===== src/rtl/core/psrq_pkg.sv =====
`timescale 1ns / 1ps

package psrq_pkg;

   // Store geometry and field widths.
   localparam int DEPTH     = 64;
   localparam int COORD_W   = 16;
   localparam int RADIUS_W  = 16;
   localparam int OP_W      = 3;
   localparam int STATUS_W  = 2;
   localparam int PCOUNT_W  = 7;
   localparam int IDX_W     = (DEPTH > 1) ? $clog2(DEPTH) : 1;
   localparam int CNT_W     = $clog2(DEPTH + 1);
   localparam int POINT_W   = 2 * COORD_W;
   localparam int SQ_W      = 2 * COORD_W;
   localparam int RADSQ_W   = 2 * RADIUS_W;
   // The radius is Q12.4, so its square carries eight fraction bits.
   localparam int LIM_W     = RADSQ_W - 8;
   localparam int CMP_W     = (SQ_W + 1 > LIM_W) ? SQ_W + 1 : LIM_W;

   // Stream widths, padded up to whole bytes.
   localparam int REQ_FIELDS_W = POINT_W + RADIUS_W;
   localparam int REQ_DATA_W   = ((REQ_FIELDS_W + 7) / 8) * 8;
   localparam int RSP_FIELDS_W = STATUS_W + PCOUNT_W + 1;
   localparam int RSP_DATA_W   = ((RSP_FIELDS_W + 7) / 8) * 8;

   // Operation codes.
   localparam logic [OP_W-1:0] OP_PUSH   = 3'd0;
   localparam logic [OP_W-1:0] OP_POP    = 3'd1;
   localparam logic [OP_W-1:0] OP_REMOVE = 3'd2;
   localparam logic [OP_W-1:0] OP_COUNT  = 3'd3;
   localparam logic [OP_W-1:0] OP_SEARCH = 3'd4;
   localparam logic [OP_W-1:0] OP_LENGTH = 3'd5;

   // Result status codes.
   localparam logic [STATUS_W-1:0] ST_DONE      = 2'd0;
   localparam logic [STATUS_W-1:0] ST_NOT_FOUND = 2'd1;
   localparam logic [STATUS_W-1:0] ST_FULL      = 2'd2;
   localparam logic [STATUS_W-1:0] ST_EMPTY     = 2'd3;

   // Commands from the controller to the datapath.
   typedef struct packed {
      logic load;
      logic push;
      logic pop;
      logic length;
      logic scan;
      logic not_found;
      logic shift_start;
      logic shift;
      logic shift_end;
      logic respond;
   } psrq_cmd_type;

   // Status from the datapath to the controller.
   typedef struct packed {
      logic [OP_W-1:0] op;
      logic            hit;
      logic            scan_idle;
      logic            shift_idle;
      logic            rsp_free;
   } psrq_sts_type;

endpackage


===== src/rtl/core/point_stack_radius_query_unit.sv =====
`timescale 1ns / 1ps

// Channel   Direction  Fields, lowest bit first
// req_*     in         tuser: operation[2:0]; tdata: x_coord[15:0], y_coord[31:16],
//                      radius[47:32]
// rsp_*     out        tdata: status[1:0], point_count[8:2], found[9], zero pad [15:10]
//
// Push, pop, length and unused codes pass through the execute and done states;
// ready returns as the result register is loaded. Search and count read one stored
// point per cycle, so a search that misses reads all N points; a count also drains
// the squaring and compare stages, and a remove shifts each entry above the hit down
// one slot to close the gap. Reset is synchronous and active high and empties the stack.
// A stalled result waits in the output register while the next request is accepted.

module point_stack_radius_query_unit
   import psrq_pkg::*;
(
   input  logic                  clock,
   input  logic                  reset,
   input  logic                  req_tvalid,
   output logic                  req_tready,
   // operation[2:0]
   input  logic [OP_W-1:0]       req_tuser,
   // x_coord[15:0], y_coord[31:16], radius[47:32]
   input  logic [REQ_DATA_W-1:0] req_tdata,
   output logic                  rsp_tvalid,
   input  logic                  rsp_tready,
   // status[1:0], point_count[8:2], found[9], zeros above
   output logic [RSP_DATA_W-1:0] rsp_tdata
);

   // The controller sequences each request through its states and drives the
   // datapath with commands; the datapath reports back the decoded operation,
   // the hit flag, its scan and shift progress and whether the output is free.
   psrq_cmd_type cmd;
   psrq_sts_type sts;

   psrq_controller u_ctrl (
      .clock      (clock),
      .reset      (reset),
      .req_tvalid (req_tvalid),
      .req_tready (req_tready),
      .sts        (sts),
      .cmd        (cmd)
   );

   // The datapath owns the point memory, the entry count, the scan pointer,
   // the two-stage squared-distance pipeline and the result register.
   psrq_datapath u_dp (
      .clock      (clock),
      .reset      (reset),
      .cmd        (cmd),
      .sts        (sts),
      .req_tdata  (req_tdata),
      .req_tuser  (req_tuser),
      .rsp_tvalid (rsp_tvalid),
      .rsp_tready (rsp_tready),
      .rsp_tdata  (rsp_tdata)
   );

endmodule


===== src/rtl/core/psrq_datapath.sv =====
`timescale 1ns / 1ps

module psrq_datapath
   import psrq_pkg::*;
(
   input  logic                  clock,
   input  logic                  reset,
   input  psrq_cmd_type          cmd,
   output psrq_sts_type          sts,
   input  logic [REQ_DATA_W-1:0] req_tdata,
   input  logic [OP_W-1:0]       req_tuser,
   output logic                  rsp_tvalid,
   input  logic                  rsp_tready,
   output logic [RSP_DATA_W-1:0] rsp_tdata
);

   // Point store, {y, x} per entry.
   logic [POINT_W-1:0] store_mem [DEPTH];

   logic [CNT_W-1:0]      cnt_ff, cnt_in;
   logic [OP_W-1:0]       op_ff, op_in;
   logic [POINT_W-1:0]    key_ff, key_in;
   logic [LIM_W-1:0]      lim_ff, lim_in;
   logic [CNT_W-1:0]      ptr_ff, ptr_in;
   logic [POINT_W-1:0]    rd_data_ff;
   logic                  rd_vld_ff, rd_vld_in;
   logic                  rd_shift_ff, rd_shift_in;
   logic [IDX_W-1:0]      rd_idx_ff, rd_idx_in;
   logic [SQ_W-1:0]       sqx_ff, sqx_in;
   logic [SQ_W-1:0]       sqy_ff, sqy_in;
   logic                  sq_vld_ff, sq_vld_in;
   logic                  hit_ff, hit_in;
   logic [IDX_W-1:0]      hit_idx_ff, hit_idx_in;
   logic [STATUS_W-1:0]   res_status_ff, res_status_in;
   logic [CNT_W-1:0]      res_count_ff, res_count_in;
   logic                  res_found_ff, res_found_in;
   logic                  rsp_valid_ff, rsp_valid_in;
   logic [RSP_DATA_W-1:0] rsp_data_ff, rsp_data_in;

   logic                  rd_en;
   logic [IDX_W-1:0]      rd_addr;
   logic                  wr_en;
   logic [IDX_W-1:0]      wr_addr;
   logic [POINT_W-1:0]    wr_data;
   logic [CNT_W-1:0]      ptr_dec;
   logic [RADIUS_W-1:0]   radius;
   logic [RADSQ_W-1:0]    rad_sq;
   logic signed [COORD_W-1:0] rx;
   logic signed [COORD_W-1:0] ry;
   logic signed [SQ_W-1:0]    sqx_s;
   logic signed [SQ_W-1:0]    sqy_s;
   logic [SQ_W:0]         sq_sum;
   logic                  is_match_op;

   assign radius      = req_tdata[POINT_W +: RADIUS_W];
   assign rad_sq      = radius * radius;
   assign ptr_dec     = ptr_ff - CNT_W'(1);
   assign rx          = rd_data_ff[COORD_W-1:0];
   assign ry          = rd_data_ff[POINT_W-1:COORD_W];
   assign sqx_s       = rx * rx;
   assign sqy_s       = ry * ry;
   assign sq_sum      = {1'b0, sqx_ff} + {1'b0, sqy_ff};
   assign is_match_op = (op_ff == OP_SEARCH) || (op_ff == OP_REMOVE);

   always_comb begin
      cnt_in        = cnt_ff;
      op_in         = op_ff;
      key_in        = key_ff;
      lim_in        = lim_ff;
      ptr_in        = ptr_ff;
      rd_shift_in   = rd_shift_ff;
      rd_idx_in     = rd_idx_ff;
      hit_in        = hit_ff;
      hit_idx_in    = hit_idx_ff;
      res_status_in = res_status_ff;
      res_count_in  = res_count_ff;
      res_found_in  = res_found_ff;
      rsp_valid_in  = rsp_valid_ff;
      rsp_data_in   = rsp_data_ff;
      rd_en         = 1'b0;
      rd_addr       = '0;
      wr_en         = 1'b0;
      wr_addr       = '0;
      wr_data       = key_ff;

      // Squaring stage, used by the radius count only.
      sqx_in    = sqx_s;
      sqy_in    = sqy_s;
      sq_vld_in = rd_vld_ff && !rd_shift_ff && (op_ff == OP_COUNT);

      // Compare stage for the radius count.
      if (sq_vld_ff && (CMP_W'(sq_sum) <= CMP_W'(lim_ff))) begin
         res_count_in = res_count_ff + CNT_W'(1);
      end

      // The scan runs from the top down, so the first hit is the topmost match.
      if (rd_vld_ff && !rd_shift_ff && !hit_ff && is_match_op && (rd_data_ff == key_ff)) begin
         hit_in     = 1'b1;
         hit_idx_in = rd_idx_ff;
         if (op_ff == OP_SEARCH) begin
            res_found_in = 1'b1;
         end
      end

      // A shift read returns entry n and writes it back one slot lower.
      if (rd_vld_ff && rd_shift_ff) begin
         wr_en   = 1'b1;
         wr_addr = rd_idx_ff - IDX_W'(1);
         wr_data = rd_data_ff;
      end

      if (cmd.load) begin
         op_in         = req_tuser;
         key_in        = req_tdata[POINT_W-1:0];
         lim_in        = rad_sq[RADSQ_W-1:8];
         ptr_in        = cnt_ff;
         hit_in        = 1'b0;
         res_status_in = ST_DONE;
         res_count_in  = '0;
         res_found_in  = 1'b0;
      end

      if (cmd.push) begin
         if (cnt_ff == CNT_W'(DEPTH)) begin
            res_status_in = ST_FULL;
         end else begin
            wr_en   = 1'b1;
            wr_addr = cnt_ff[IDX_W-1:0];
            wr_data = key_ff;
            cnt_in  = cnt_ff + CNT_W'(1);
         end
      end

      if (cmd.pop) begin
         if (cnt_ff == '0) begin
            res_status_in = ST_EMPTY;
         end else begin
            cnt_in = cnt_ff - CNT_W'(1);
         end
      end

      if (cmd.length) begin
         res_count_in = cnt_ff;
      end

      if (cmd.scan && (ptr_ff != '0)) begin
         rd_en       = 1'b1;
         rd_addr     = ptr_dec[IDX_W-1:0];
         rd_idx_in   = ptr_dec[IDX_W-1:0];
         rd_shift_in = 1'b0;
         ptr_in      = ptr_dec;
      end

      if (cmd.not_found) begin
         res_status_in = ST_NOT_FOUND;
      end

      if (cmd.shift_start) begin
         ptr_in = CNT_W'(hit_idx_ff) + CNT_W'(1);
      end

      if (cmd.shift && (ptr_ff < cnt_ff)) begin
         rd_en       = 1'b1;
         rd_addr     = ptr_ff[IDX_W-1:0];
         rd_idx_in   = ptr_ff[IDX_W-1:0];
         rd_shift_in = 1'b1;
         ptr_in      = ptr_ff + CNT_W'(1);
      end

      if (cmd.shift_end) begin
         cnt_in = cnt_ff - CNT_W'(1);
      end

      rd_vld_in = rd_en;

      if (rsp_valid_ff && rsp_tready) begin
         rsp_valid_in = 1'b0;
      end
      if (cmd.respond) begin
         rsp_valid_in = 1'b1;
         rsp_data_in  = RSP_DATA_W'({res_found_ff, PCOUNT_W'(res_count_ff), res_status_ff});
      end
   end

   always_ff @(posedge clock) begin
      if (wr_en) begin
         store_mem[wr_addr] <= wr_data;
      end
      if (rd_en) begin
         rd_data_ff <= store_mem[rd_addr];
      end
   end

   always_ff @(posedge clock) begin
      if (reset) begin
         cnt_ff       <= '0;
         rd_vld_ff    <= 1'b0;
         sq_vld_ff    <= 1'b0;
         hit_ff       <= 1'b0;
         rsp_valid_ff <= 1'b0;
      end else begin
         cnt_ff       <= cnt_in;
         rd_vld_ff    <= rd_vld_in;
         sq_vld_ff    <= sq_vld_in;
         hit_ff       <= hit_in;
         rsp_valid_ff <= rsp_valid_in;
      end
   end

   always_ff @(posedge clock) begin
      op_ff         <= op_in;
      key_ff        <= key_in;
      lim_ff        <= lim_in;
      ptr_ff        <= ptr_in;
      rd_shift_ff   <= rd_shift_in;
      rd_idx_ff     <= rd_idx_in;
      sqx_ff        <= sqx_in;
      sqy_ff        <= sqy_in;
      hit_idx_ff    <= hit_idx_in;
      res_status_ff <= res_status_in;
      res_count_ff  <= res_count_in;
      res_found_ff  <= res_found_in;
      rsp_data_ff   <= rsp_data_in;
   end

   assign sts.op         = op_ff;
   assign sts.hit        = hit_ff;
   assign sts.scan_idle  = (ptr_ff == '0) && !rd_vld_ff && !sq_vld_ff;
   assign sts.shift_idle = (ptr_ff >= cnt_ff) && !rd_vld_ff;
   assign sts.rsp_free   = !rsp_valid_ff || rsp_tready;

   assign rsp_tvalid = rsp_valid_ff;
   assign rsp_tdata  = rsp_data_ff;

endmodule


===== src/rtl/core/psrq_controller.sv =====
`timescale 1ns / 1ps

module psrq_controller
   import psrq_pkg::*;
(
   input  logic         clock,
   input  logic         reset,
   input  logic         req_tvalid,
   output logic         req_tready,
   input  psrq_sts_type sts,
   output psrq_cmd_type cmd
);

   typedef enum logic [4:0] {
      S_IDLE  = 5'b00001,
      S_EXEC  = 5'b00010,
      S_SCAN  = 5'b00100,
      S_SHIFT = 5'b01000,
      S_DONE  = 5'b10000
   } state_type;

   state_type state_ff, state_in;

   always_comb begin
      state_in = state_ff;
      cmd      = '0;
      case (state_ff)
         S_IDLE: begin
            if (req_tvalid) begin
               cmd.load = 1'b1;
               state_in = S_EXEC;
            end
         end
         S_EXEC: begin
            case (sts.op)
               OP_PUSH: begin
                  cmd.push = 1'b1;
                  state_in = S_DONE;
               end
               OP_POP: begin
                  cmd.pop  = 1'b1;
                  state_in = S_DONE;
               end
               OP_LENGTH: begin
                  cmd.length = 1'b1;
                  state_in   = S_DONE;
               end
               OP_REMOVE, OP_COUNT, OP_SEARCH: begin
                  state_in = S_SCAN;
               end
               default: begin
                  state_in = S_DONE;
               end
            endcase
         end
         S_SCAN: begin
            if (sts.hit) begin
               if (sts.op == OP_REMOVE) begin
                  cmd.shift_start = 1'b1;
                  state_in        = S_SHIFT;
               end else begin
                  state_in = S_DONE;
               end
            end else if (sts.scan_idle) begin
               if (sts.op == OP_REMOVE) begin
                  cmd.not_found = 1'b1;
               end
               state_in = S_DONE;
            end else begin
               cmd.scan = 1'b1;
            end
         end
         S_SHIFT: begin
            if (sts.shift_idle) begin
               cmd.shift_end = 1'b1;
               state_in      = S_DONE;
            end else begin
               cmd.shift = 1'b1;
            end
         end
         S_DONE: begin
            if (sts.rsp_free) begin
               cmd.respond = 1'b1;
               state_in    = S_IDLE;
            end
         end
         default: begin
            state_in = S_IDLE;
         end
      endcase
   end

   always_ff @(posedge clock) begin
      if (reset) begin
         state_ff <= S_IDLE;
      end else begin
         state_ff <= state_in;
      end
   end

   assign req_tready = (state_ff == S_IDLE);

endmodule


===== config.mk =====
export PLATFORM = sky130hd
export DESIGN_NAME = point_stack_radius_query_unit
export DESIGN_NICKNAME = d
export VERILOG_FILES = /design/src/rtl/core/psrq_pkg.sv /design/src/rtl/core/point_stack_radius_query_unit.sv /design/src/rtl/core/psrq_datapath.sv /design/src/rtl/core/psrq_controller.sv
export SDC_FILE = /design/constraint.sdc
export NUM_CORES = 2
export LEC_CHECK = 0
export ABC_AREA = 1
export BUFFER_PORTS_ARGS = -buffer_cell sky130_fd_sc_hd__buf_2
export CAP_MARGIN = 20
export CORE_MARGIN = 2
export CORE_UTILIZATION = 50
export DETAILED_ROUTE_END_ITERATION = 8
export PLACE_DENSITY = 0.67
export SETUP_SLACK_MARGIN = 0.05
export SLEW_MARGIN = 5
export SYNTH_ARGS = -nofsm -noshare
export SYNTH_HDL_FRONTEND = slang
export SYNTH_SLANG_ARGS = --single-unit

===== constraint.sdc =====
create_clock -name clock -period 9.4 [get_ports clock]
set_input_delay 1.88 -clock clock [delete_from_list [all_inputs] [get_ports clock]]
set_output_delay 1.88 -clock clock [all_outputs]
set_load 0.005 [all_outputs]

Yosys cells after proc, flatten, opt, wreduce, memory -nomap -nowiden
Memories as Yosys holds them, arrays and structs flattened. A register that Yosys moved wholly into a read port is not among the register bits. Cells that the tools add are included. Widths: inputs -> output; s select.

Add/sub/neg operators: 8. Multiply operators: 3. Div/mod/pow operators: 0. $lt $le $gt $ge: 3. Eq/ne operators: 16. Shift operators: 0. Multiplexer cells: 61. Bitwise operators: 0. Reduce and logical (&&, ||, !) cells: 32.

Operators with widths (count): $mul 16x16->32 (3); $mux 32 (3); $mux 7 (12); $mux 6 (7); $mux 5 (7); $add 32x32->33 (1); $le 33x24->1 (1); $eq 32x32->1 (1); $pmux 5 s5 (1); $mux 1 (22); $add 7x1->7 const B (3); $logic_not 7->1 (2); $mux 2 (7); $sub 7x1->7 const B (2); $logic_and 1x1->1 (13); $add 6x1->7 const B (1); $eq 7x7->1 const B (1); $ge 7x7->1 (1); $lt 7x7->1 (1); $reduce_bool 7->1 (1); $eq 3x2->1 const B (2); $eq 3x3->1 const B (2); $mux 3 (2); $ne 2x2->1 const B (3); 18 further kinds (24).

Flip-flop bits (word level): 179. Bits in latches: 0. Bits in writable memories: 2048. ROM bits: 0. Output and inout bits: 18. Logic and storage cells: 143. Memories kept: 1.

Memories: u_dp.store_mem (depth 64, width 32, rd ports 1, clocked after Yosys merged registers in 1, wr ports 1, line psrq_datapath.sv:18) `logic [POINT_W-1:0] store_mem [DEPTH];`.

Logic depth before layout (Yosys ltp)
Word-level depth: 10. Gate-level depth with buffers: 27.

Cells and area by module
Synthesis repeated with hierarchy kept, for this count alone.

Cell total of the unflattened synthesis: 12078. Area, all modules: 125530.4 sq um.

Modules (own cells, without submodules): psrq_datapath (instances 1, cells an instance 12008, area an instance 125107.5 sq um, seq. area each 66854.1 sq um); psrq_controller (instances 1, cells an instance 70, area an instance 422.9 sq um, seq. area each 100.1 sq um).

Worst setup path before layout
No wires, ideal clock.

Path type: input -> register. From: in req_tdata[45]. To: reg u_dp.lim_ff[23] (data pin). Data arrival time: 6.911 ns. Path slack: 2.229 ns. Stages: 22. Cell sequence: clkbuf_1 clkbuf_1 nand2_1 fa_1 fa_1 inv_1 fa_1 fa_1 fa_1 inv_1 fa_1 inv_1 ha_1 a21oi_1 o21ai_0 a21oi_1 o211ai_1 nand2_1 o211ai_1 nand2_1 nand3b_1 xor2_1.

Cells in the longest elaborated chain, start to end: 1.

Ends and longest elaborated chain: start: declaration (line point_stack_radius_query_unit.sv:25) `input logic [REQ_DATA_W-1:0] req_tdata,`; $mul 16x16->32 (line psrq_datapath.sv:56) `assign rad_sq = radius * radius;`; named net u_dp.rad_sq[31] (line psrq_datapath.sv:47) `logic [RADSQ_W-1:0] rad_sq;`; end signal: assignment (line psrq_datapath.sv:213) `lim_ff <= lim_in;`; end: declaration (line psrq_datapath.sv:23) `logic [LIM_W-1:0] lim_ff, lim_in;`.

The timed path passes the listed nets, and every way through them passes these cells. A chain may end at the register's enable or synchronous reset.

Final worst setup path
From: reg u_dp.rd_data_ff[18] (read register of u_dp.store_mem). To: reg u_dp.sqy_ff[28].

Cells in the longest elaborated chain, start to end: 1.

Ends and longest elaborated chain: start: declaration (line psrq_datapath.sv:25) `logic [POINT_W-1:0] rd_data_ff;`; $mul 16x16->32 (line psrq_datapath.sv:61) `assign sqy_s = ry * ry;`; named net u_dp.sqy_in[28] (line psrq_datapath.sv:30) `logic [SQ_W-1:0] sqy_ff, sqy_in;`; end signal: assignment (line psrq_datapath.sv:218) `sqy_ff <= sqy_in;`; end: declaration (line psrq_datapath.sv:30).

The timed path passes the listed nets, and every way through them passes these cells.

==> impl_metrics.csv <==
group,metric,value,unit
outcome,violations,"design-rule violations",
critical_path,cp_slowest_stage_delay,0.98,ns
min_path,min_path_type,"register to register",
pwr,comb_power_share,25.6,%
finish,drive_above_1_share,5.909,%
floorplan,initial_utilization,50.29,%
synth,ys_warn_count,0,
detailed_routing,drtAntennaViolNets,0,
sta,slew_violations,0,
global_route,grt_overflow,0,
detailed_routing,dr.pass1.iters,9,
synth,synth_adder_area_share,13.58,%
critical_path,crit_path_cell_trace,"nand2_1 -> inv_1 -> fa_1 -> fa_1 -> fa_1 -> fa_1 -> fa_1 -> inv_1 -> fa_1 -> inv_1 -> ha_1 -> a21oi_1 -> o21ai_0 -> a21oi_1 -> nand3_1 -> a31o_2 -> a21oi_1 -> xor2_1",
run,maxCapViolCount,0,
pwr,power.total,28.94,mW
clock_tree,htree_num_levels,4,
critical_path,reg2regPathDepth,18,
clock_tree,cts_tree,"built",
sta,period_minus_slack,6.874,ns
critical_path,arrival,7.55,ns
pwr,swShare,31.56,%
finish,nets,12830,
pwr,powerDensity,212.2,mW/mm²
min_path,min_to,"u_dp.hit_idx_ff[1]$_DFFE_PP_",
synth,synth_edf_count,2175,
placement,port_buffers,66,
placement,gp_congestion,0.9145,
synth,syn_inst,11964,
sta,max_freq,0.1455,GHz
critical_path,r2r-start,"u_dp.rd_data_ff[18]$_DFFE_PP_",
synth,synth_top_family_by_area,"simple AND/OR/NAND/NOR gates",
global_route,track_usage,27.61,%
outcome,status,"finished with violations",
finish,post-route-util,54.85,%
critical_path,crit_type,"register to register",
critical_path,rrSetupSlack,2.53,ns
synth,syn_avg_cell_area,10.45,µm²
critical_path,crit_fanout,19,
synth,synthMuxAreaShare,0.008005,%
pwr,internal-power,19.80,mW
finish,area_growth,9.070,%
critical_path,crit_required,10.08,ns
placement,dp_hpwl,207300,µm
floorplan,core,0.2487,mm²
clock_tree,clkTransAtPathRegs,0.06,ns
synth,synth_ff_type,"edfxtp_1",
critical_path,cp-start-kind,"register",
pwr,p_sw,9.132,mW
detailed_routing,routed_wl,356600,µm
sta,finalClockSkew,0.1515,ns
sta,hold_violations,0,
synth,yosysSeqAreaShare,53.54,%
pwr,clockPowerShare,31.8,%
synth,yosysTopAreaCell,"edfxtp_1",
global_route,grt_pass1_wl,533400,µm
min_path,min-delay-start,"u_dp.rd_idx_ff[1]$_DFFE_PP_",
synth,synth_top_area_share,52.23,%
clock_tree,cts_buffer_depth,4,
global_route,grt_pass1_vias,85653,
sta,finalSetupViolations,0,
synth,netlist_top_cells_count,"inv_1 (2189), edfxtp_1 (2175), nand2_1 (1999)",
pwr,irDropWorstVdd,0.3171,mV
floorplan,dieHeight,504.1,µm
clock_tree,root_buffer,"clkbuf_16",
clock_tree,cts_buffers,237,
clock_tree,clock_sinks,2257,
synth,ys_ff_latch,2257,
critical_path,r2r_end,"u_dp.sqy_ff[28]$_DFF_P_",
sta,tns,0,ns
sta,timing.final.crit_share,73.12,%
pwr,leakagePower,57.81,nW
synth,synth_simple_gate_area_share,20.13,%
floorplan,core.rowCount,183,
clock_tree,clk_latency,0.94,ns
pwr,seqPwrFrac,42.6,%
min_path,hold_depth,0,
synth,synth.area.top_cells,"edfxtp_1 (52%), fa_1 (10%), nand3_1 (8.0%)",
floorplan,die_w,504.1,µm
sta,rsz0062_at_grt,"false",
clock_tree,cts_hold_buf,0,
detailed_routing,drtIter0Drc,10051,
floorplan,die_area,0.2541,mm²
clock_tree,cts_resized,0,
detailed_routing,wl_per_cell,23.28,µm
global_route,grt_max_degree,204,
critical_path,cp_slowest_cell,"edfxtp_1",
sta,worstMarginPinSlew,1.148,ns
synth,synth.most_common_cell,"inv_1",
synth,synthXorXnorAreaFrac,1.338,%
critical_path,crit_path_frequent_cell,"fa_1",
synth,synthArstFlopShare,0,%
sta,relSlewSlack,23.45,%
synth,yosysUniqueCellTypes,62,
global_route,antenna_found_initial,8,
detailed_routing,drc_errors,2,
detailed_routing,vias_per_cell,5.625,
clock_tree,post_cts_buffers,0,
critical_path,end_kind,"register",
synth,synth_compound_area_share,2.284,%
detailed_routing,vias,86167,
synth,synth_area,0.1250,mm²
floorplan,io_pins,73,
## power groups by stage
stage,Clock [mW],Sequential (mW),Combinational (mW)
2_1_floorplan,0,12.4,5.07
3_3_place_gp,0,12.5,7.35
3_5_place_dp,0,12.5,7.36
4_1_cts,9.31,12.3,7.43
5_1_grt,9.68,12.3,8.34
6_report,9.21,12.3,7.42
## per-stage QoR
stage | area (µm²) | setup WS, ns | hold slack, ns | instances
2_1_floorplan | 125100 | 2.229 | 0.3462 | 11969
3_3_place_gp | 128900 | 1.702 | 0.4652 | 14887
3_5_place_dp | 128900 | 1.768 | 0.4625 | 14887
4_1_cts | 136400 | 2.571 | 0.4588 | 15312
5_1_grt | 136400 | 2.184 | 0.4927 | 15314
6_report | 136400 | 2.526 | 0.4562 | 15318
## cell usage in the layout, fill, tap and decap left out, types with 68 or more instances in the layout
cell	instances
xnor2_1	68
inv_1	2188
nand2_1	1994
nor2_1	208
a21oi_1	162
buf_4	150
fa_1	630
nand3b_1	769
dfxtp_1	82
nand3_1	1990
edfxtp_1	2175
clkbuf_16	240
xor2_1	123
o21ai_0	176
ha_1	349
## how the worst max path moves through the flow
stage,startpoint,endpoint,cells after the start
2_1_floorplan,req_tdata[45],u_dp.lim_ff[23]$_DFFE_PP_,22
3_3_place_gp,req_tdata[41],u_dp.lim_ff[23]$_DFFE_PP_,21
3_5_place_dp,req_tdata[41],u_dp.lim_ff[23]$_DFFE_PP_,21
4_1_cts,u_dp.rd_data_ff[7]$_DFFE_PP_,u_dp.sqx_ff[23]$_DFF_P_,21
5_1_grt,req_tdata[40],u_dp.lim_ff[23]$_DFFE_PP_,23
6_report,u_dp.rd_data_ff[18]$_DFFE_PP_,u_dp.sqy_ff[28]$_DFF_P_,18
## cell type report
type                    instances  area, µm²
fillers                     21123     112300
multi-input cells            6864      47650
inverters                    2201       8294
clock buffers                 295       6222
repair buffers                235       1837
diodes                          6      15.01
clock inverters               130       1252
well taps                    3330       4167
flip-flops and latches       2257      66950
## state kept, by name (all words and copies together) (netlist names)
| register | cells |
|---|---|
| u_ctrl.state_ff | 5 |
| u_dp.cnt_ff | 7 |
| u_dp.hit_ff | 1 |
| u_dp.hit_idx_ff | 6 |
| u_dp.key_ff | 32 |
| u_dp.lim_ff | 24 |
| u_dp.op_ff | 3 |
| u_dp.ptr_ff | 7 |
| u_dp.rd_data_ff | 32 |
| u_dp.rd_idx_ff | 6 |
| u_dp.rd_shift_ff | 1 |
| u_dp.rd_vld_ff | 1 |
| u_dp.res_count_ff | 7 |
| u_dp.res_found_ff | 1 |
| u_dp.res_status_ff | 2 |
| u_dp.rsp_tdata | 10 |
| u_dp.rsp_tvalid | 1 |
| u_dp.sq_vld_ff | 1 |
| u_dp.sqx_ff | 31 |
| u_dp.sqy_ff | 31 |
| u_dp.store_mem | 2048 |
## kinds of logic (layout without fill, tap and decap cells)
| logic type | Yosys count | in the layout |
|---|---|---|
| AND/OR/NAND/NOR | 5182 | 5182 |
| flip-flops | 2257 | 2257 |
| other | 1 | 12 |
| XOR/XNOR | 191 | 191 |
| buffers and inverters | 2848 | 2861 |
| adder cells (fa/ha/maj) | 979 | 979 |
| multiplexers | 1 | 1 |
| AO/OA/AOI/OAI | 505 | 505 |
## worst max-delay path, delay by kind of cell, from the launching register on
family | cells | cell delay, ns
XOR/XNOR | 1 | 0.32
buffers and inverters | 3 | 0.23
AO/OA/AOI/OAI | 5 | 1.00
adder cells (fa/ha/maj) | 7 | 3.73
AND/OR/NAND/NOR | 2 | 0.42
flip-flops | 1 | 0.98
## routing by layer
layer | up-vias | GRT usage [%] | wire length, µm
li1 | 39129 | - | -
met3 | 706 | 3.511 | 28940
met5 | - | 0 | 13
met2 | 3966 | 45.28 | 168200
met1 | 42364 | 36.87 | 141800
met4 | 2 | 12.43 | 17730
Note: power is estimated with default switching activity, not from simulation.
